`config.mk`:
```
export PLATFORM = sky130hd
export DESIGN_NAME = psl_ctrl
export DESIGN_NICKNAME = d
export VERILOG_FILES = /design/src/rtl/psl_pkg.sv /design/src/rtl/psl_ctrl.sv
export SDC_FILE = /design/constraint.sdc
export NUM_CORES = 1
export LEC_CHECK = 0
export ABC_AREA = 1
export BUFFER_PORTS_ARGS = -buffer_cell sky130_fd_sc_hd__clkbuf_2
export CAP_MARGIN = 20
export CORE_AREA = 3 3 40 42
export CTS_BUF_LIST = sky130_fd_sc_hd__clkbuf_8
export CTS_CLUSTER_DIAMETER = 40
export DETAILED_ROUTE_END_ITERATION = 6
export DIE_AREA = 0 0 43 45
export PLACE_DENSITY = 0.31
export SYNTH_ARGS = -nofsm -noshare
export SYNTH_HDL_FRONTEND = slang
export SYNTH_SLANG_ARGS = --single-unit
```
`constraint.sdc`:
```
create_clock -name clk -period 2.2 [get_ports clk]
set_clock_uncertainty 0.2 [all_clocks]
set_input_delay 0.44 -clock clk [delete_from_list [all_inputs] [get_ports clk]]
set_output_delay 0.44 -clock clk [all_outputs]
set_load 0.005 [all_outputs]
```
`src/rtl/psl_pkg.sv`:
```
// Shared types and constants for the prefix-sum lower-bound lookup.
// No dependencies; imported by the controller, the datapath and the top level.
package psl_pkg;

  localparam int DATA_W      = 32;  // operand and prefix sum width
  localparam int POS_W       = 11;  // result position width
  localparam int IN_TDATA_W  = 32;
  localparam int OUT_TDATA_W = 16;
  localparam int OUT_TUSER_W = 2;

  localparam logic OP_APPEND = 1'b0;
  localparam logic OP_QUERY  = 1'b1;

  // controller -> datapath
  typedef struct packed {
    logic append;       // store a new running sum (or mark overflow)
    logic start;        // load search bounds and target
    logic probe;        // read the table at the midpoint
    logic step;         // narrow the bounds on the read data
    logic load_result;  // move the result into the output register
  } cmd_t;

  // datapath -> controller
  typedef struct packed {
    logic search_done;  // bounds have met
    logic out_free;     // output register can take a result this cycle
  } status_t;

endpackage

```
`src/rtl/psl_ctrl.sv`:
```
// Sequencer for appends and binary-search queries.
// Depends on psl_pkg for the command and status structs and opcodes.
module psl_ctrl
  import psl_pkg::*;
(
  input  logic    clk,
  input  logic    rst,
  input  logic    s_tvalid,
  input  logic    opcode,
  output logic    s_tready,
  input  status_t status,
  output cmd_t    cmd
);

  typedef enum logic [1:0] {
    ST_IDLE,
    ST_PROBE,
    ST_CMP,
    ST_DONE
  } state_t;

  state_t state;
  state_t state_next;
  logic   accept;

  assign s_tready = (state == ST_IDLE);
  assign accept   = s_tvalid && s_tready;

  always_comb begin
    cmd        = '0;
    state_next = state;
    case (state)
      ST_IDLE: begin
        if (accept) begin
          if (opcode == OP_QUERY) begin
            cmd.start  = 1'b1;
            state_next = ST_PROBE;
          end else begin
            cmd.append = 1'b1;
          end
        end
      end
      ST_PROBE: begin
        if (status.search_done) begin
          state_next = ST_DONE;
        end else begin
          cmd.probe  = 1'b1;
          state_next = ST_CMP;
        end
      end
      ST_CMP: begin
        cmd.step   = 1'b1;
        state_next = ST_PROBE;
      end
      ST_DONE: begin
        if (status.out_free) begin
          cmd.load_result = 1'b1;
          state_next      = ST_IDLE;
        end
      end
      default: begin
        state_next = ST_IDLE;
      end
    endcase
  end

  always_ff @(posedge clk) begin
    if (rst) begin
      state <= ST_IDLE;
    end else begin
      state <= state_next;
    end
  end

endmodule

```
======== Word-level counts from Yosys, hierarchy flattened ========
Cells that the tools add are included.
word-level totals
  register bits after elaboration ......... 2
  bits of input ports ..................... 6
  output and inout bits ................... 6
  word-level logic and storage cells ...... 24
operators by class
  equal/unequal tests ..................... 6
  muxes and demuxes ....................... 14
  reduce and logical (&&, ||, !) cells .... 3
operators with widths
  kind                                                   count
  2-to-1 mux 2 bit                                       5
  2-to-1 mux 1 bit                                       8
  case mux 2 bit (4 select lines)                        1
  equality test 2 bit, second input constant             2
  inequality test 2 bit, second input constant           2
  AND reduction 3 bit                                    1
  equality test 2 x 1 -> 1 bit, second input constant    1
  logical NOT 2 bit                                      1
  inequality test 2 x 1 -> 1 bit, second input constant  1
  logical AND 1 bit                                      1

======== Depth between registers and ports, before layout ========
  depth after elaboration ................. 4
  mapped depth ............................ 4

======== Least setup slack after synthesis ========
OpenSTA, ideal clock, no wires.
  path type ............................... input to output
  start point ............................. input port s_tvalid
  end point ............................... output port cmd[3] in the netlist's numbering
  arrival ................................. 652 ps
  required time ........................... 1,560 ps
  slack ................................... 908 ps
  stages .................................. 2
  buffers on the path ..................... 0
  path through ............................ nand2_1 nor3_1
RTL lines
  item                line            source
  start: declaration  psl_ctrl.sv:8   input logic s_tvalid,
  end: declaration    psl_ctrl.sv:12  output cmd_t cmd

==> metrics.md <==
| Metric | Value |
|---|---|
| Status | complete, no violations |
| Post-synth top cells | 6 x nand2_1, 5 x inv_1, 3 x nor2_1 |
| Die area | 1940 um^2 |
| RSZ-0062 raised after global routing | no |
| Initial antenna violation count | 0 |
| Starting DRT DRC Count | 4 |
| ANT nets after route | 0 |
| Clock sinks | 2 |
| Pin count of the biggest net entering global routing | 7 |
| Initial core utilization | 9.25% |
| Least-Margin Pin Slew | 0.227 ns |
| Row cnt | 13 |
| CP max FO | 5 |
| Final hold vios | 0 |
| Post-route cell area | ~230 um^2 |
| Clock buffer depth | 2 |
| Worst-skew pair later-pin latency | 0.21 ns |
| Max reg flops | 2 |
| Biggest regs | state x2 |
| Lkg Pwr | 0.150 nW |
| Final Cycle Share | 73.2% |
| Mapped Nets | 27 |
| Synth Area in Simple Gates | between 40% and 50% |
| Mux share of post-synthesis cell area | 0% |
| Vias | 165 |
| # fillers | between 100 and 150 |
| Grt total ovfl | 0 |
| CP max stage cell | dfxtp_1 |
| Worst path arrival time | 0.97 ns |
| Synth area leaders | dfxtp_1 34%, nand2_1 19%, inv_1 16%, nor2_1 9.5%, nand3_1 8.4% |
| EDFF count, synth | 0 |
| WL final | 379 um |
| Peak supply drop | 0.292 mV |
| Crit path cell chain | nor2_2 > nand2_1 > nor2_1 > clkbuf_2 |
| Placed instance area | 193 um^2 |
| RePlAce Congestion | 0.576 |
| DRC Markers | 0 |
| WS Path Type | flip-flop to primary output |
| Critical Path Source Type | flip-flop |
| Top FF cell, synth | dfxtp_1 |
| Synth warnings | 0 |
| Layout cell share with drive strength beyond 1 | 42.9% |
| CP top delay family | flip-flops |
| Post-synth ARST share | 0% |
| Largest family of logic cells by synthesized area | simple AND/OR/NAND/NOR gates |
| Fin crit period | 1.61 ns |
| CTS Hold Bufs | 0 |
| Synthesis-stage register bit count | 2 |
| Layout Utilization | 18.2% |
| Top-area cell type share of the netlist area | approximately a third |
| Port buffer count | 11 |
| Critical path endpoint category | primary output |
| Fmax | a little over 600 MHz |
| Postcts setup bufs | 0 |
| Finish-stage setup viols | 0 |
| Clk slew on worst S/H paths | 0.03 ns |
| Layout Nets | between 40 and 50 |
| Root Driver | clkbuf_8 |
| CTS tree | done |
| Syn_area_per_cell | 5.66 um^2 |
| Relative slew margins | 84.9% |
| Synth area leader | dfxtp_1 |
| GRT Util Overall | 5.49% |
| Vias in the first global route | 159 |
| Largest stage delay, worst path | 0.34 ns |
| Most frequent cell after synthesis | nand2_1 |
| Synth Area in Adders | 0% |
| Post-synthesis sequential area ratio | 33.7% |
| CORE AREA | about 1300 um^2 |
| Vias per Instance | 3.30 |
| Synth Area in Compound Gates | 4.21% |
| Chip width | 43 um |
| Cell Area, Synth | approximately 120 um^2 |
| Setup TNS Final | 0 ns |
| HP Class | input port to flip-flop |
| Distinct cells, synth | 8 |
| Ant diodes | 0 |
| Number of buffers created by CTS | 3 |
| Register-to-register setup slack | 1.21 ns |
| Worst EP required | 1.56 ns |
| Mapped Cells | 21 |
| Synth-to-layout area growth | 96.8% |
| Die Span Y | 45 um |
| Post-Synth XOR/XNOR Area | 0% |
| Pins Over Slew Limit | 0 |
| Resized cells post-CTS | 0 |
| Global-route wire length before repair | 683 um |
| DR pass1 iterations | 2 |
| PD cells | 914 nW/um^2 |
| Wirelength per Cell | 7.58 um |
| WP buf/inv | 1 |
| CTS H-tree lvls | 1 |
| Largest Register | state |
| Max_cap viols | 0 |
| Io pins | 12 |
## layout by cell type, fill, tap and decap left out, drive strengths merged
master  Yosys  routed
nand2       6       6
clkbuf      0      14
inv         5       5
nand3       2       2
dfxtp       2       2
a21oi       1       1
nor3        1       1
nor2        4       4
## where the power goes
part | internal [mW] | switching (mW)
logic | 0.0134 | 0.0138
registers | 0.0397 | 0.00508
clock network | 0.115 | 0.0264
## final timing paths
| kind | end | cells after the start | from |
|---|---|---|---|
| max | cmd[4] | 4 | state[1] |
| min | state[1] | 2 | status[0] |
| max reg2reg | state[0] | 4 | state[1] |
| min reg2reg | state[1] | 1 | state[1] |
## cells by family (layout without fill, tap and decap cells)
group                  after synthesis  after routing
AOI/OAI and AO/OA                    1              1
buffers and inverters                5             19
DFF                                  2              2
and+or+nand+nor                     13             13
## metal layers
layer	track usage, %	vias to the layer above	part of all wire (%)
met3	3.59	0	19
met1	6.00	61	47
met4	7.23	0	0
li1	-	90	-
met2	5.99	14	33
met5	0	-	0
## through the flow
| stage | instances | power [mW] | worst slack [ns] | hold slack, ns |
|---|---|---|---|---|
| floorplan | 21 | 0.0575 | 0.908 | 0.269 |
| global placement | 47 | 0.0731 | 0.712 | 0.328 |
| detailed placement | 47 | 0.0729 | 0.679 | 0.311 |
| CTS | 50 | 0.220 | 0.582 | 0.221 |
| global route | 50 | 0.232 | 0.480 | 0.231 |
| finish | 50 | 0.214 | 0.589 | 0.225 |
## layout make-up
class	instances	area, um^2	area share [%]
well taps	15	18.8	8.02
flip-flops and latches	2	40.0	17.1
multi-input cells	14	60.1	25.7
repair buffers	11	55.1	23.5
clock buffers	3	41.3	17.6
inverters	5	18.8	8.02
No activity file was read; power rests on OpenSTA's default activity.
